$ cat config.mk
export PLATFORM = sky130hd
export DESIGN_NAME = rsacc_ctrl
export DESIGN_NICKNAME = d
export VERILOG_FILES = /design/src/rsacc_pkg.sv /design/src/rsacc_ctrl.sv
export SDC_FILE = /design/constraint.sdc
export NUM_CORES = 1
export LEC_CHECK = 0
export BUFFER_PORTS_ARGS = -buffer_cell sky130_fd_sc_hd__buf_2
export CORE_MARGIN = 2
export CORE_UTILIZATION = 49
export CTS_BUF_LIST = sky130_fd_sc_hd__clkbuf_16
export DETAILED_ROUTE_END_ITERATION = 16
export GPL_ROUTABILITY_DRIVEN = 0
export PLACE_DENSITY = 0.75
export SYNTH_ARGS = -nofsm -noshare
export SYNTH_HDL_FRONTEND = slang
export SYNTH_SLANG_ARGS = --single-unit
$ cat constraint.sdc
create_clock -name clk -period 1.9 [get_ports clk]
set_input_delay 0.57 -clock clk [delete_from_list [all_inputs] [get_ports clk]]
set_output_delay 0.57 -clock clk [all_outputs]
set_load 0.05 [all_outputs]
$ cat src/rsacc_pkg.sv
// Shared types and constants for the RSA character cipher with key generation.
`timescale 1ns / 1ps
`default_nettype none
package rsacc_pkg;

	localparam logic [32:0] BIAS = 33'd96;
	localparam logic [1:0] ST_OK = 2'd0;
	localparam logic [1:0] ST_NOT_PRIME = 2'd1;
	localparam logic [1:0] ST_NO_EXP = 2'd2;
	localparam logic [1:0] ST_RANGE = 2'd3;
	localparam logic REG_PRIME_P = 1'b0;
	localparam logic REG_PRIME_Q = 1'b1;
	localparam logic OP_ENCRYPT = 1'b0;
	localparam logic OP_DECRYPT = 1'b1;

	typedef enum logic [4:0] {
		ST_IDLE, ST_KEY_INIT, ST_PR_TEST, ST_PR_WAIT, ST_E_TEST, ST_E_WAIT,
		ST_D_DIV, ST_D_WAIT, ST_DISPATCH, ST_MP_BWAIT, ST_MP_LOOP, ST_MP_AD,
		ST_MP_AW, ST_MP_SQ, ST_MP_SD, ST_MP_SW, ST_FIN
	} state_t;

	typedef enum logic [1:0] {CTX_P, CTX_Q, CTX_I} ctx_t;

	typedef enum logic [4:0] {
		CMD_NONE, CMD_LOAD, CMD_KEY_INIT, CMD_PR_SETUP_Q, CMD_PR_SETUP_I,
		CMD_PR_START, CMD_PR_NEXT, CMD_FAIL_PRIME, CMD_FAIL_EXP, CMD_E_INIT,
		CMD_E_START, CMD_E_NEXT, CMD_D_INIT, CMD_D_START, CMD_D_NEXT, CMD_D_SET,
		CMD_MP_SETUP, CMD_MP_BSET, CMD_MP_MUL_AB, CMD_MP_MUL_BB, CMD_MP_DIVP,
		CMD_MP_ASET, CMD_MP_BSQ, CMD_FIN_OUT
	} cmd_t;

	typedef struct packed {
		cmd_t cmd;
	} ctrl_t;

	typedef struct packed {
		logic keys_ready;
		logic kstat_nz;
		logic range_bad;
		logic x_lt2;
		logic sq_gt_x;
		logic div_done;
		logic rem_zero;
		logic i_ge_t;
		logic i_is_pq;
		logic m_gt_e;
		logic ex_zero;
		logic ex_lsb;
	} dp_stat_t;

endpackage
`default_nettype wire

$ cat src/rsacc_ctrl.sv
// Controller state machine: key derivation sequence, modular exponentiation and handshakes.
`timescale 1ns / 1ps
`default_nettype none
module rsacc_ctrl (
	input  wire logic                clk,
	input  wire logic                arst_n,
	input  wire rsacc_pkg::dp_stat_t stat,
	output rsacc_pkg::ctrl_t         ctrl,
	input  wire logic                in_valid,
	output logic                     in_ready,
	output logic                     out_valid,
	input  wire logic                out_ready
);
	rsacc_pkg::state_t state_q, state_d;
	rsacc_pkg::ctx_t   ctx_q, ctx_d;
	logic              full_q, full_d;

	always_ff @(posedge clk or negedge arst_n) begin
		if (!arst_n) begin
			state_q <= rsacc_pkg::ST_IDLE;
			ctx_q <= rsacc_pkg::CTX_P;
			full_q <= 1'b0;
		end else begin
			state_q <= state_d;
			ctx_q <= ctx_d;
			full_q <= full_d;
		end
	end

	always_comb begin
		state_d = state_q;
		ctx_d = ctx_q;
		ctrl.cmd = rsacc_pkg::CMD_NONE;
		in_ready = state_q == rsacc_pkg::ST_IDLE;
		full_d = full_q & ~out_ready;
		unique case (state_q)
			rsacc_pkg::ST_IDLE: begin
				if (in_valid) begin
					ctrl.cmd = rsacc_pkg::CMD_LOAD;
					state_d = stat.keys_ready ? rsacc_pkg::ST_DISPATCH : rsacc_pkg::ST_KEY_INIT;
				end
			end
			rsacc_pkg::ST_KEY_INIT: begin
				ctrl.cmd = rsacc_pkg::CMD_KEY_INIT;
				ctx_d = rsacc_pkg::CTX_P;
				state_d = rsacc_pkg::ST_PR_TEST;
			end
			rsacc_pkg::ST_PR_TEST: begin
				if (stat.x_lt2) begin
					if (ctx_q == rsacc_pkg::CTX_I) begin
						ctrl.cmd = rsacc_pkg::CMD_E_NEXT;
						state_d = rsacc_pkg::ST_E_TEST;
					end else begin
						ctrl.cmd = rsacc_pkg::CMD_FAIL_PRIME;
						state_d = rsacc_pkg::ST_DISPATCH;
					end
				end else if (stat.sq_gt_x) begin
					// x is prime
					unique case (ctx_q)
						rsacc_pkg::CTX_P: begin
							ctrl.cmd = rsacc_pkg::CMD_PR_SETUP_Q;
							ctx_d = rsacc_pkg::CTX_Q;
						end
						rsacc_pkg::CTX_Q: begin
							ctrl.cmd = rsacc_pkg::CMD_E_INIT;
							state_d = rsacc_pkg::ST_E_TEST;
						end
						default: begin
							if (stat.i_is_pq) begin
								ctrl.cmd = rsacc_pkg::CMD_E_NEXT;
								state_d = rsacc_pkg::ST_E_TEST;
							end else begin
								ctrl.cmd = rsacc_pkg::CMD_D_INIT;
								state_d = rsacc_pkg::ST_D_DIV;
							end
						end
					endcase
				end else begin
					ctrl.cmd = rsacc_pkg::CMD_PR_START;
					state_d = rsacc_pkg::ST_PR_WAIT;
				end
			end
			rsacc_pkg::ST_PR_WAIT: begin
				if (stat.div_done) begin
					if (!stat.rem_zero) begin
						ctrl.cmd = rsacc_pkg::CMD_PR_NEXT;
						state_d = rsacc_pkg::ST_PR_TEST;
					end else if (ctx_q == rsacc_pkg::CTX_I) begin
						ctrl.cmd = rsacc_pkg::CMD_E_NEXT;
						state_d = rsacc_pkg::ST_E_TEST;
					end else begin
						ctrl.cmd = rsacc_pkg::CMD_FAIL_PRIME;
						state_d = rsacc_pkg::ST_DISPATCH;
					end
				end
			end
			rsacc_pkg::ST_E_TEST: begin
				if (stat.i_ge_t) begin
					ctrl.cmd = rsacc_pkg::CMD_FAIL_EXP;
					state_d = rsacc_pkg::ST_DISPATCH;
				end else begin
					ctrl.cmd = rsacc_pkg::CMD_E_START;
					state_d = rsacc_pkg::ST_E_WAIT;
				end
			end
			rsacc_pkg::ST_E_WAIT: begin
				if (stat.div_done) begin
					if (stat.rem_zero) begin
						ctrl.cmd = rsacc_pkg::CMD_E_NEXT;
						state_d = rsacc_pkg::ST_E_TEST;
					end else begin
						ctrl.cmd = rsacc_pkg::CMD_PR_SETUP_I;
						ctx_d = rsacc_pkg::CTX_I;
						state_d = rsacc_pkg::ST_PR_TEST;
					end
				end
			end
			rsacc_pkg::ST_D_DIV: begin
				if (stat.m_gt_e) begin
					ctrl.cmd = rsacc_pkg::CMD_FAIL_EXP;
					state_d = rsacc_pkg::ST_DISPATCH;
				end else begin
					ctrl.cmd = rsacc_pkg::CMD_D_START;
					state_d = rsacc_pkg::ST_D_WAIT;
				end
			end
			rsacc_pkg::ST_D_WAIT: begin
				if (stat.div_done) begin
					if (stat.rem_zero) begin
						ctrl.cmd = rsacc_pkg::CMD_D_SET;
						state_d = rsacc_pkg::ST_DISPATCH;
					end else begin
						ctrl.cmd = rsacc_pkg::CMD_D_NEXT;
						state_d = rsacc_pkg::ST_D_DIV;
					end
				end
			end
			rsacc_pkg::ST_DISPATCH: begin
				if (stat.kstat_nz || stat.range_bad) begin
					state_d = rsacc_pkg::ST_FIN;
				end else begin
					ctrl.cmd = rsacc_pkg::CMD_MP_SETUP;
					state_d = rsacc_pkg::ST_MP_BWAIT;
				end
			end
			rsacc_pkg::ST_MP_BWAIT: begin
				if (stat.div_done) begin
					ctrl.cmd = rsacc_pkg::CMD_MP_BSET;
					state_d = rsacc_pkg::ST_MP_LOOP;
				end
			end
			rsacc_pkg::ST_MP_LOOP: begin
				if (stat.ex_zero) begin
					state_d = rsacc_pkg::ST_FIN;
				end else if (stat.ex_lsb) begin
					ctrl.cmd = rsacc_pkg::CMD_MP_MUL_AB;
					state_d = rsacc_pkg::ST_MP_AD;
				end else begin
					state_d = rsacc_pkg::ST_MP_SQ;
				end
			end
			rsacc_pkg::ST_MP_AD: begin
				ctrl.cmd = rsacc_pkg::CMD_MP_DIVP;
				state_d = rsacc_pkg::ST_MP_AW;
			end
			rsacc_pkg::ST_MP_AW: begin
				if (stat.div_done) begin
					ctrl.cmd = rsacc_pkg::CMD_MP_ASET;
					state_d = rsacc_pkg::ST_MP_SQ;
				end
			end
			rsacc_pkg::ST_MP_SQ: begin
				ctrl.cmd = rsacc_pkg::CMD_MP_MUL_BB;
				state_d = rsacc_pkg::ST_MP_SD;
			end
			rsacc_pkg::ST_MP_SD: begin
				ctrl.cmd = rsacc_pkg::CMD_MP_DIVP;
				state_d = rsacc_pkg::ST_MP_SW;
			end
			rsacc_pkg::ST_MP_SW: begin
				if (stat.div_done) begin
					ctrl.cmd = rsacc_pkg::CMD_MP_BSQ;
					state_d = rsacc_pkg::ST_MP_LOOP;
				end
			end
			rsacc_pkg::ST_FIN: begin
				// wait for the result register to drain
				if (!full_q || out_ready) begin
					ctrl.cmd = rsacc_pkg::CMD_FIN_OUT;
					full_d = 1'b1;
					state_d = rsacc_pkg::ST_IDLE;
				end
			end
			default: state_d = rsacc_pkg::ST_IDLE;
		endcase
	end

	assign out_valid = full_q;
endmodule
`default_nettype wire

==> results by stage, run 1 <==
Synthesis:
- The fraction of post-synthesis cell area in the top cell type by area is 0.1790.
- Counting flops with an async set or reset pin after synthesis yields a share of 1.000.
- Synthesis produced a netlist with a net count of 178.
- Of the synthesized area, sequential elements account for 0.1790.
- The most used flip-flop cell after synthesis is dfrtp_1.
- Yosys mapped a number of flops with a built-in enable equal to 0.
- By area the synthesized netlist is led by dfrtp_1 (18%), nand3_1 (5.4%), nand2_1 (5.4%), nor2b_1 (5.0%), o21ai_0 (4.9%).
- Averaged over all synthesized cells, the footprint is 6.905 µm².
- The count of mapped cells out of synthesis is 162.
- The number of distinct library cells after synthesis is 47.
- The area of the mapped netlist is 0.001119 mm².
- Summed over all instances, the cell type with the most area after synthesis is dfrtp_1.
- The synthesis warning total is 0.
- The register bit count reported by yosys is 8.

Die:
- The count of standard-cell rows is 17.
- During I/O placement, the number of pins put on the boundary was 23.
- The die width is 51.78 µm.
- From bottom edge to top edge, the die measures 51.78 µm.
- For this configuration, the core starts out at a cell density of 0.5106.

Timing:
- Once global-route timing repair stopped, the endpoint with the least setup slack was ctrl[2].
- The worst endpoint type is an output port.

Placed design:
- Timing analysis after detailed placement gives a worst setup slack of -0.4087 ns.
- Input and output buffers added on the ports amount to 22.
- The HPWL reported at the end of detailed placement is 3576 µm.

Clock network:
- Clock tree synthesis selected as its root buffer the cell clkbuf_16.
- The sink count of the clock tree is 8.
- The maximum buffer depth of the clock tree is 2.
- The number of clock buffers inserted by TritonCTS is 3.
- For this design, the CTS-stage hold fixing added 0 buffers.
- CTS built an H-tree with a depth of 1.

Status:
- The run stopped with a tool error.
- The stage where the run ended is global routing.
- The first error in the log reads "[ERROR DPL-0038] Utilization greater than 100%, impossible to legalize".

Global route:
- The pin count of the biggest net entering global routing is 18.
-- cells in the mapped netlist (3+ instances only) --
cell type and instances:
nand3_1 12, nor3b_1 5, nand3b_1 3, o21ai_1 4, nand2_1 16, nor2b_1 9
nor2_1 11, nand4_1 8, o21ai_0 11, a21oi_1 5, dfrtp_1 8, nor3_1 4
nand2b_1 6, buf_2 9, o2bb2ai_1 5, o211ai_1 3, inv_1 5
-- logic make-up after synthesis --
family                     synth area share
AOI/OAI and AO/OA                    0.2852
xor gates and xnor gates           0.007831
adders and majority gates          0.008949
buffers and inverters               0.07046
DFF                                  0.1790
muxes                               0.03803
and+or+nand+nor                      0.4105
-- what timing repair did --
| action | 4_1_cts |
|---|---|
| pin swaps | 17 |
| endpoints found under the setup margin | 10 |
| resized for setup | 71 |
| buffers inserted | 7 |
| gates cloned | 0 |
-- metrics by stage --
step                      hold slack [ns]  TNS, ns  area (µm²)  std cells
after floorplan                    0.2744   -1.865        1191        162
after global placement             0.4186   -1.841        1682        257
after detailed placement           0.4189   -2.104        1682        257
after CTS                          0.1737   -2.270        2113        268
==> run 2: changes to the inputs <==
--- a/config.mk
+++ b/config.mk
@@ -6,12 +6,11 @@
 export NUM_CORES = 1
 export LEC_CHECK = 0
 export BUFFER_PORTS_ARGS = -buffer_cell sky130_fd_sc_hd__buf_2
-export CORE_MARGIN = 2
-export CORE_UTILIZATION = 49
-export CTS_BUF_LIST = sky130_fd_sc_hd__clkbuf_16
+export CORE_AREA = 2 2 63 65
 export DETAILED_ROUTE_END_ITERATION = 16
+export DIE_AREA = 0 0 65 67
 export GPL_ROUTABILITY_DRIVEN = 0
-export PLACE_DENSITY = 0.75
+export PLACE_DENSITY_LB_ADDON = 0.15
 export SYNTH_ARGS = -nofsm -noshare
 export SYNTH_HDL_FRONTEND = slang
 export SYNTH_SLANG_ARGS = --single-unit
==> constraint.sdc (replaced) <==
create_clock -name clk -period 2.45 [get_ports clk]
set_input_delay 0.735 -clock clk [delete_from_list [all_inputs] [get_ports clk]]
set_output_delay 0.735 -clock clk [all_outputs]
set_load 0.05 [all_outputs]
==> results by stage, run 2 <==
Detailed routing:
- After detailed routing, the total wire length is 4344 µm.
- The count of vias placed by the detailed router is 1502.
- The DRC marker count from the first detailed-route iteration is 92.
- The detail-routed net length per standard cell is 16.45 µm.
- After detailed routing, the number of vias per cell comes to 5.689.
- The first detailed-routing pass took 4 iterations.
- The count of antenna-violating nets left after detailed routing is 0.
- The DRC violations left is 0.

Synthesis:
- The number of distinct library cells after synthesis came to 47 (unchanged).
- Of all cell types, the one taking the most synthesized area is dfrtp_1.
- The predominant post-synthesis flop cell is dfrtp_1.
- The count of mapped cells out of synthesis was 162 (unchanged).
- Yosys instantiated no cell more often than nand2_1.
- The area of the mapped netlist is 0.001119 mm² (unchanged).
- In the post-synthesis netlist, the biggest area contributors are dfrtp_1 (18%), nand3_1 (5.4%), nand2_1 (5.4%), nor2b_1 (5.0%), o21ai_0 (4.9%).
- Ranked by instance count, the synthesized netlist is headed by nand2_1 (16), nand3_1 (12), nor2_1 (11), o21ai_0 (11).
- The proportion of register bits with asynchronous set or reset after synthesis is 1.000 (unchanged).
- The synthesis warning total is 0 (unchanged).
- The register bit count reported by yosys was 8 (unchanged).
- The number of synthesized flops with an enable pin came to 0 (unchanged).
- The number of nets in the synthesized netlist came to 178 (unchanged).
- The average cell area after synthesis is 6.905 µm² (unchanged).
- The post-synthesis sequential area ratio is 0.1790 (unchanged).
- The fraction of post-synthesis cell area in the top cell type by area is 0.1790 (unchanged).

Setup path:
- The data arrival at the endpoint of the critical path is 1.86 ns.
- The worst setup path is of the reg -> out kind.
- The number of buffers and inverters on the critical path is 2.
- The signal on the critical path passes through buf_4, or3_1, a21oi_1, o21ai_0, o211ai_1, buf_4.
- The cell that appears most often on the critical path is buf_4.
- The cell with the biggest individual delay on the critical path is dfrtp_1.
- The biggest cell delay along the critical path is 0.41 ns.
- The top fanout value on the critical path is 14.
- The cell family contributing the most delay on the critical path is buffers and inverters.
- The worst register-to-register path has a setup slack of 0.49 ns.
- STA classifies the critical path startpoint as a flop.
- For the worst setup path, the data required time is 1.71 ns.
- The worst setup path is captured at a primary output.

Global route:
- The number of antenna violations at the first check in global routing is 0.
- The number of global-route vias before repair is 1436.
- For this run, the total global-route usage over all layers was measured as 0.2014.
- The wire length of the first global-routing pass is 6748 µm.
- The total grt overflow is 0.
- The pin count of the biggest net entering global routing is 23.

Die:
- The die height is 67 µm (+29%).
- The die width is 65 µm (+26%).
- The number of top-level pins is 23 (unchanged).
- The floorplan step defined a die boundary enclosing 0.004355 mm².
- The starting density of the core is 0.3102 (-0.2004).
- The area of the core region is 0.003606 mm².
- The count of standard-cell rows was 22 (+5).

Timing:
- Setup repair after global routing could not meet its margin everywhere.
- The final critical-path setup slack is -0.1473 ns.
- Setup violations remaining at the end of the flow were counted as 5.
- The peak clock frequency supported by timing is 385.0 MHz.
- The worst pin sits at a relative slew slack of 0.7621.
- The transition time of the tightest slew-check pin is 0.3548 ns.
- For the finished layout, the period the worst path requires is 2.597 ns.
- The max-slew violation count is 0.
- Between clock sinks in the finished design, the worst skew comes to 0.0006654 ns.
- The share of the cycle needed by the critical path after routing is 1.060.
- The number of failing hold endpoints at the final stage came to 0.

Clock network:
- The clock input transition at the sequential cells of the worst setup and hold paths is 0.04 ns.
- The maximum buffer depth of the clock tree is 2 (unchanged).
- The sink count of the clock tree is 8 (unchanged).
- TritonCTS built the clock tree.
- The H-tree level count is 1 (unchanged).
- At the later pin of the worst-skew pair, clock insertion delay measures 0.23 ns.
- The number of clock buffers inserted by TritonCTS came to 3 (unchanged).
- The tree is rooted in a clkbuf_8.

Run:
- The tool flagged a number of max-cap violations equal to 0.

Layout:
- The library cell used most frequently in the layout, excluding fill and tap cells, is buf_4.
- The repair_antennas step left the layout with diodes totalling 0.
- The register with the most flip-flops in the layout has 5 of them.
- Of the cells placed in the final design, the portion with a size suffix greater than 1 is 0.4259.
- More flip-flops sit in one register than any other, and that register is state_q.
- In the layout the commonest cells are buf_4 (36), buf_2 (17), nand2_1 (15).
- The net total in the final layout is 234.
- From synthesis to final layout, the design area changed by 61.19%.

Hold path:
- The type of the worst min-delay path is in -> async.

Status:
- The flow ran to the end, but the final reports show violations.
- The final reports fail on negative setup slack.

Power:
- Summed over all cells, the static leakage comes to 0.7709 nW.
- Dividing total power by cell area gives a power density of 1309 mW/mm².
- Across the VDD grid, the largest voltage drop is 0.7438 mV.
- The overall power consumption is 0.002360 W.

Placed design:
- The number of buffer cells added on primary ports came to 22 (unchanged).
- The HPWL reported at the end of detailed placement was 3225 µm (-9.8%).
- The worst setup timing slack at the placement stage is -0.3154 ns (+0.09337 ns).
-- run 2: cell counts after synthesis --
No cell type changed its count.
-- run 2: layout make-up --
| class | count | area, µm² |
|---|---|---|
| Fill cell | 332 | 1803 |
| Multi-Input combinational cell | 137 | 1005 |
| Timing Repair Buffer | 62 | 474.2 |
| Sequential cell | 8 | 200.2 |
| Tap cell | 48 | 60.06 |
| Clock buffer | 3 | 41.29 |
| Inverter | 6 | 22.52 |
-- run 2: cells by family (layout without fill, tap and decap cells) --
logic type,after synthesis,after routing,synth area share
AND/OR/NAND/NOR,84,84,0.4105
AO/OA/AOI/OAI,47,47,0.2852
buffers and inverters,17,71,0.07046
flip-flops,8,8,0.1790
multiplexers,4,4,0.03803
adder cells (fa/ha/maj),1,1,0.008949
XOR/XNOR,1,1,0.007831
-- run 2: worst paths after layout --
check | endpoint | startpoint | cells past startpoint
max | ctrl[2] | state_q[0] | 6
min | state_q[2] | arst_n | 1
max reg2reg | state_q[0] | state_q[0] | 6
min reg2reg | out_valid | out_valid | 2
max in group asynchronous | out_valid | arst_n | 1
min in group clk | out_valid | out_valid | 2
-- run 2: report_power, final --
group | switching [W] | internal (W) | leakage [nW]
combinational | 0.00115 | 0.000816 | 0.642
clock | 0.0000494 | 0.000106 | 0.0216
sequential | 0.0000555 | 0.000184 | 0.107
-- run 2: per-stage QoR --
step	std cells	hold WS, ns	setup TNS, ns	area, µm²	utilization
2_1_floorplan	162	0.4394	-0.5385	1171	-
3_3_place_gp	257	0.5478	-0.8329	1555	0.4313
3_5_place_dp	257	0.5540	-0.8084	1555	0.4313
4_1_cts	261	0.3423	-0.2907	1703	0.4722
5_1_grt	264	0.3472	-0.7744	1803	0.5000
6_report	264	0.3420	-0.3627	1803	0.5000
-- run 2: repair_timing --
item	CTS	global route
gates cloned	0	0
setup buffers	1	3
gates resized for setup	24	14
endpoints found under the setup margin	5	5
pin swaps	2	4
hold buffers	0	0
-- run 2: metal layers --
layer / part of all wire / track usage / routed length (µm) / vias up
met1: 0.42 / 0.2591 / 1823 / 716
met2: 0.50 / 0.3428 / 2155 / 59
met4: 0.018 / 0.06383 / 78 / 0
met3: 0.066 / 0.03209 / 286 / 11
li1: - / - / - / 716
met5: 0 / 0 / 0 / -
Note: power is estimated with default switching activity, not from simulation.
==> run 3: changes to the inputs <==
--- a/config.mk
+++ b/config.mk
@@ -11,6 +11,7 @@
 export DIE_AREA = 0 0 65 67
 export GPL_ROUTABILITY_DRIVEN = 0
 export PLACE_DENSITY_LB_ADDON = 0.15
+export RECOVER_POWER = 50
 export SYNTH_ARGS = -nofsm -noshare
 export SYNTH_HDL_FRONTEND = slang
 export SYNTH_SLANG_ARGS = --single-unit
==> results by stage, run 3 (synthesis results as in run 2) <==
Status:
- The flow ran to the end, but the final reports show violations.
- The checks that failed: negative setup slack.

Placed design:
- The worst setup timing slack at the placement stage is -0.3154 ns (unchanged).
- The placement-stage cell area is 0.001555 mm² (unchanged).
- The number of buffer cells added on primary ports is 22 (unchanged).
- The HPWL reported at the end of detailed placement came to 3225 µm (unchanged).

Die:
- The die height is 67 µm (unchanged).
- The number of top-level pins was 23 (unchanged).
- The starting density of the core is 0.3102 (unchanged).
- The area of the core region is 0.003606 mm² (unchanged).
- The count of standard-cell rows is 22 (unchanged).
- The area of the die is 0.004355 mm² (unchanged).
- The die width is 65 µm (unchanged).

Timing:
- The share of the cycle needed by the critical path after routing is 1.060 (unchanged).
- The number of failing hold endpoints at the final stage is 0 (unchanged).
- The setup TNS after final layout is -0.3627 ns (unchanged).
- The peak clock frequency supported by timing came to 385.0 MHz (unchanged).
- The minimum clock period is 2.597 ns (unchanged).
- The final critical-path setup slack was -0.1473 ns (unchanged).
- The transition time of the tightest slew-check pin is 0.4224 ns (+0.06765 ns).
- The headroom to the max-slew limit came to 0.7184 (-0.04368).
- The max-slew violation count is 0 (unchanged).
- The number of failing setup endpoints in the final timing report is 5 (unchanged).
- Setup repair after global routing could not meet its margin everywhere.
- The largest clock skew in the final design is 0.0006654 ns (unchanged).

Power:
- The net load switching power is 0.001253 W (about the same).
- The internal power is 0.001107 W (about the same).
- The portion of total power attributed to the clock network is 0.066 (about the same).
- The static power due to leakage is 0.7682 nW (-0.36%).
- The switching fraction of total power is 0.5310 (about the same).
- The overall power consumption is 0.002360 W (about the same).
- The sequential share of power is 0.102 (about the same).
- The total power density per cell area is 1310 mW/mm² (about the same).
- The peak supply drop was 0.7438 mV (about the same).
- The part of the power in combinational logic came to 0.832 (about the same).

Setup path:
- Among the stages of the critical path, the cell type that occurs most often is buf_4.
- The kind of end point of the critical path is a primary output.
- The number of buffer and inverter instances along the worst setup path is 2 (unchanged).
- The worst register-to-register path ends at state_q[0].
- The setup path with the least slack is of type reg -> out.
- The data arrival at the endpoint of the critical path came to 1.86 ns (about the same).
- For this design, the slowest cell found on the critical path is dfrtp_1.
- The number of cells on the worst reg-to-reg path is 6 (unchanged).
- The critical path goes through buf_4, or3_1, a21oi_1, o21ai_0, o211ai_1, buf_4.
- The top fanout value on the critical path was 14 (unchanged).
- In this run the critical register-to-register path is launched from state_q[0].
- Among cell families on the critical path, the largest total delay comes from buffers and inverters.
- The register-to-register setup slack is 0.49 ns (about the same).
- The worst setup path is launched from a flop.
- The required time at the worst-slack endpoint is 1.71 ns (about the same).
- The biggest cell delay along the critical path is 0.41 ns (about the same).

Detailed routing:
- The count of antenna-violating nets left after detailed routing is 0 (unchanged).
- The DRC violations left is 0 (unchanged).
- The DRC marker count from the first detailed-route iteration is 102 (+11%).
- The wire length reported by the detailed router is 4344 µm (unchanged).
- The count of vias placed by the detailed router is 1502 (unchanged).
- The detail-routed net length per standard cell is 16.45 µm (unchanged).
- The vias per cell was 5.689 (unchanged).
- The first-pass iteration count of the detailed router is 4 (unchanged).

Clock network:
- The tree is rooted in a clkbuf_8.
- The number of clock buffers inserted by TritonCTS was 3 (unchanged).
- The insertion delay to the later sink of the worst-skew pair is 0.23 ns (about the same).
- The sink count of the clock tree was 8 (unchanged).
- The H-tree level count was 1 (unchanged).
- The clock input transition at the sequential cells of the worst setup and hold paths is 0.04 ns (about the same).
- The count of hold buffers inserted by post-cts repair is 0 (unchanged).
- The maximum buffer depth of the clock tree is 2 (unchanged).
- The clock tree from TritonCTS is built.

Global route:
- The overall global routing resource usage is 0.2014 (unchanged).
- The pin count of the biggest net entering global routing came to 23 (unchanged).
- The number of antenna violations at the first check in global routing is 0 (unchanged).
- The wire length of the first global-routing pass is 6748 µm (unchanged).
- The total grt overflow came to 0 (unchanged).
- The number of global-route vias before repair came to 1436 (unchanged).

Layout:
- The library cells used most frequently in the layout, excluding fill and tap cells, are buf_4 (36), buf_2 (16), nand2_1 (15).
- The number of filler instances in the final layout is 333 (+0.30%).
- More flip-flops sit in one register than any other, and that register is state_q.
- The final design instance area without fill came to 0.001802 mm² (about the same).
- The flip-flop count of the largest register, all copies and words added is 5 (unchanged).
- The commonest non-fill, non-tap cell in the layout is buf_4.
- The diode insertion count for antenna repair came to 0 (unchanged).
- The net total in the final layout is 234 (unchanged).
- The share of post-route cells with drive strength above 1 is 0.4213 (-0.004630).
- The area growth from synthesis to layout is 61.07% (about the same).

Hold path:
- The worst hold path belongs to the class in -> async.

Run:
- The max capacitance violation total is 0 (unchanged).
## run 3: worst max-delay path by stage
stage / from / end / slack [ns] / cells after the start
after detailed placement: stat[8] / ctrl[3] / -0.32 / 7
after global placement: stat[8] / ctrl[3] / -0.37 / 7
after floorplan: state_q[0] / in_ready / -0.29 / 3
after global routing: state_q[3] / ctrl[2] / -0.22 / 6
after CTS: state_q[0] / ctrl[2] / -0.09 / 6
final: state_q[0] / ctrl[2] / -0.15 / 6
## run 3: worst reg2reg max path: stages, from the launching register on
cell	delay [ns]
dfrtp_1	0.40
buf_4	0.22
xor2_1	0.31
nand3_1	0.14
a211o_1	0.34
nand2b_2	0.10
mux2_1	0.33
## run 3: repair_timing
item | in CTS | in global routing
hold endpoints to repair | 0 | 0
pin swaps | 2 | 4
gates cloned | 0 | 0
setup endpoints to repair | 5 | 5
resized for setup | 24 | 14
buffers inserted | 1 | 3
## run 3: power groups by stage
stage	Clock [W]	Combinational, W	Sequential (W)
floorplan	0	0.00112	0.000260
global placement	0	0.00164	0.000228
detailed placement	0	0.00163	0.000231
CTS	0.000162	0.00180	0.000235
global route	0.000168	0.00211	0.000249
finish	0.000156	0.00196	0.000240
## run 3: cell type report
class                           count  area (µm²)  area share
Clock buffer                        3       41.29     0.02292
Sequential cell                     8       200.2      0.1111
Timing Repair Buffer               62       473.0      0.2625
Inverter                            6       22.52     0.01250
Tap cell                           48       60.06     0.03333
Multi-Input combinational cell    137        1005      0.5576
## run 3: per-stage QoR
step	std cells	hold slack (ns)	utilization
after global placement	257	0.5478	0.4313
after global routing	264	0.4448	0.4997
after detailed placement	257	0.5540	0.4313
final	264	0.4163	0.4997
after CTS	261	0.3423	0.4722
after floorplan	162	0.4394	-
## run 3: metal layers
layer,vias to the layer above,part of all wire,GRT usage
met3,11,0.066,0.03209
met4,0,0.018,0.06383
met5,-,0,0
met2,59,0.50,0.3428
met1,716,0.42,0.2591
li1,716,-,-
==> run 4: changes to the inputs <==
--- a/config.mk
+++ b/config.mk
@@ -5,6 +5,7 @@
 export SDC_FILE = /design/constraint.sdc
 export NUM_CORES = 1
 export LEC_CHECK = 0
+export ABC_AREA = 1
 export BUFFER_PORTS_ARGS = -buffer_cell sky130_fd_sc_hd__buf_2
 export CORE_AREA = 2 2 63 65
 export DETAILED_ROUTE_END_ITERATION = 16
==> results by stage, run 4 <==
Global route:
- The number of global-route vias before repair is 1326 (-7.7%).
- The pin count of the biggest net entering global routing is 11 (-52%).
- The wire length of the first global-routing pass is 6147 µm (-8.9%).
- The number of antenna violations at the first check in global routing is 0 (unchanged).
- The overall global routing resource usage is 0.1877 (-0.01377).
- The total grt overflow is 0 (unchanged).

Layout:
- The net total in the final layout was 274 (+17%).
- The final design instance area without fill is 0.001722 mm² (-4.4%).
- The share of post-route cells with drive strength above 1 is 0.4102 (-0.01114).
- Counting flops per register, the top entry is state_q.
- The final instance count without filler cells is 304 (+15%).
- The area growth from synthesis to layout is 50.05%.
- The top cell types in the final layout, fill and taps aside, are nand2_1 (64), nor2_1 (26), buf_4 (26).
- The utilization after layout was 0.4774 (-0.02221).
- The flip-flop count of the largest register, all copies and words added is 5 (unchanged).
- The commonest non-fill, non-tap cell in the layout is nand2_1.
- The diode insertion count for antenna repair is 0 (unchanged).

Setup path:
- The critical path in this run is classified as reg -> out.
- The slowest stage of the critical path is the dfrtp_2 cell.
- STA classifies the critical path endpoint as a primary output.
- Traced cell by cell, the critical path runs through clkinv_4, nand3_4, nor2_2, nand2_1, o21ai_0, nor2_1, o221ai_2, buf_6.
- The register-to-register setup slack came to 0.87 ns (+0.38 ns).
- The kind of start point of the critical path is a flop.
- The biggest cell delay along the critical path is 0.43 ns (+0.02 ns).
- The number of buffer and inverter instances along the worst setup path is 2 (unchanged).
- The family with the most delay on the worst path is simple AND/OR/NAND/NOR gates.
- The terminus of the critical flop-to-flop path is state_q[0].
- In this run the critical register-to-register path is launched from state_q[0].
- The required time at the worst-slack endpoint is 1.71 ns (about the same).
- The number of cells on the worst reg-to-reg path came to 10 (+4).
- The data arrival at the endpoint of the critical path is 1.65 ns (-0.21 ns).
- The top fanout value on the critical path is 8 (-6).

Timing:
- The minimum clock period is 2.389 ns (-0.2080 ns).
- The max-slew violation count is 0 (unchanged).
- The peak clock frequency supported by timing is 418.5 MHz (+8.7%).
- The share of the cycle needed by the critical path after routing came to 0.9752 (-0.08490).
- The transition time of the tightest slew-check pin is 0.4366 ns (+0.01420 ns).
- The number of failing hold endpoints at the final stage is 0 (unchanged).
- The setup TNS after final layout is 0 ns (+0.3627 ns).
- The final critical-path setup slack is 0.06071 ns (+0.2080 ns).
- The headroom to the max-slew limit is 0.7089 (-0.009468).
- The number of failing setup endpoints in the final timing report was 0 (-5).
- Setup repair after global routing could not meet its margin everywhere.
- The largest clock skew in the final design is 0.0004951 ns (-0.0001704 ns).

Hold path:
- The min-delay analysis places its worst path in the category in -> async.

Power:
- The switching fraction of total power came to 0.5676 (+0.03654).
- The part of the power in combinational logic is 0.760 (-0.072).
- The static power due to leakage is 0.9412 nW (+23%).
- The net load switching power is 0.001048 W (-16%).
- The sequential share of power was 0.156 (+0.054).
- The peak supply drop came to 0.4550 mV (-39%).
- The internal power is 0.0007985 W (-28%).
- The total power density per cell area came to 1073 mW/mm² (-18%).
- The portion of total power attributed to the clock network is 0.085 (+0.019).

Synthesis:
- Yosys attributes the largest share of cell area to nand2_1 (22%), dfrtp_1 (17%), nor2_1 (11%), nand3_1 (9.6%), inv_1 (6.2%).
- The largest total area in the synthesized netlist belongs to nand2_1.
- After synthesis, the most frequently instantiated cells are nand2_1 (68), nor2_1 (33), nand3_1 (22), inv_1 (19), dfrtp_1 (8).
- The area of the mapped netlist is 0.001147 mm² (+2.6%).
- The number of distinct library cells after synthesis is 25 (-47%).
- The number of synthesized flops with an enable pin is 0 (unchanged).
- The proportion of register bits with asynchronous set or reset after synthesis is 1.000 (unchanged).
- The number of nets in the synthesized netlist is 221 (+24%).
- For this run, the leading register cell type out of synthesis is dfrtp_1.
- The synthesis warning total came to 0 (unchanged).
- The cell with the most instances after synthesis is nand2_1.
- The post-synthesis sequential area ratio is 0.1745 (-0.004489).
- The register bit count reported by yosys is 8 (unchanged).
- The average cell area after synthesis was 5.597 µm² (-19%).
- The count of mapped cells out of synthesis is 205 (+27%).
- The fraction of post-synthesis cell area in the top cell type by area is 0.2225 (+0.04349).

Placed design:
- The worst setup timing slack at the placement stage is -0.04198 ns (+0.2734 ns).
- The placement-stage cell area is 0.001463 mm² (-6.0%).
- The HPWL reported at the end of detailed placement came to 3255 µm (+0.93%).
- The count of placed standard cells including taps is 292 (+14%).
- The number of buffer cells added on primary ports is 22 (unchanged).

Detailed routing:
- The count of vias placed by the detailed router was 1507 (+0.33%).
- The first-pass iteration count of the detailed router is 4 (unchanged).
- The count of antenna-violating nets left after detailed routing was 0 (unchanged).
- The wire length reported by the detailed router is 4092 µm (-5.8%).
- The vias per cell is 4.957 (-13%).
- The DRC violations left is 0 (unchanged).
- The DRC marker count from the first detailed-route iteration is 91 (-11%).
- The detail-routed net length per standard cell is 13.46 µm (-18%).

Die:
- The area of the die is 0.004355 mm² (unchanged).
- The area of the core region came to 0.003606 mm² (unchanged).
- The die height is 67 µm (unchanged).
- The die width is 65 µm (unchanged).
- The number of top-level pins came to 23 (unchanged).
- The count of standard-cell rows is 22 (unchanged).
- The starting density of the core is 0.3182 (+0.007980).

Clock network:
- The sink count of the clock tree is 8 (unchanged).
- The maximum buffer depth of the clock tree is 2 (unchanged).
- TritonCTS built the clock tree.
- The H-tree level count was 1 (unchanged).
- The clock input transition at the sequential cells of the worst setup and hold paths came to 0.04 ns (about the same).
- The count of hold buffers inserted by post-cts repair is 0 (unchanged).
- The clock root buffer master is clkbuf_8.
- The number of clock buffers inserted by TritonCTS came to 3 (unchanged).
- The insertion delay to the later sink of the worst-skew pair is 0.23 ns (about the same).

Status:
- The run finished with clean final reports.

Run:
- The max capacitance violation total is 0 (unchanged).
[run 4: repair_timing]
action | in CTS | in global routing
endpoints found under the setup margin | 5 | 5
pin swaps | 1 | 8
setup buffers | 1 | 8
resized for setup | 15 | 33
[run 4: stage by stage]
| step | total power (W) | hold WS [ns] |
|---|---|---|
| 2_1_floorplan | 0.001122 | 0.4394 |
| 3_3_place_gp | 0.001414 | 0.5646 |
| 3_5_place_dp | 0.001405 | 0.5670 |
| 4_1_cts | 0.001644 | 0.3478 |
| 5_1_grt | 0.001973 | 0.4550 |
| 6_report | 0.001846 | 0.4198 |
[run 4: power groups by stage]
stage | sequential, W | clock, W | combinational, W
final | 0.000288 | 0.000156 | 0.00140
after global routing | 0.000297 | 0.000172 | 0.00150
after CTS | 0.000273 | 0.000160 | 0.00121
after detailed placement | 0.000266 | 0 | 0.00114
after global placement | 0.000270 | 0 | 0.00114
after floorplan | 0.000247 | 0 | 0.000875
[run 4: layout make-up]
type,instances,area (µm²)
fill,387,1884
sequential,8,206.4
inverter,24,95.09
timing repair buffer,50,366.6
clock buffer,3,41.29
multi-input combinational,171,952.2
tap,48,60.06
[run 4: worst max path at each step]
stage          startpoint       to  slack, ns  cells past startpoint
2_1_floorplan  state_q[2]  ctrl[0]      -0.18                      6
3_3_place_gp      stat[6]  ctrl[2]      -0.04                      6
3_5_place_dp      stat[6]  ctrl[2]      -0.04                      6
4_1_cts        state_q[4]  ctrl[3]       0.01                      8
5_1_grt        state_q[4]  ctrl[3]      -0.02                      8
6_report       state_q[4]  ctrl[3]       0.06                      8
[run 4: per-layer routing]
metal | track usage | wire length (µm) | vias to the layer above
met5 | 0 | 0 | -
met1 | 0.2361 | 1763 | 687
met4 | 0.03723 | 44 | 0
li1 | - | - | 768
met2 | 0.3312 | 2046 | 45
met3 | 0.03716 | 237 | 7
[run 4: cells by family after synthesis]
logic type	share of synthesized area
AOI/OAI and AO/OA	0.06871
and+or+nand+nor	0.6619
buffers and inverters	0.09488
DFF	0.1745
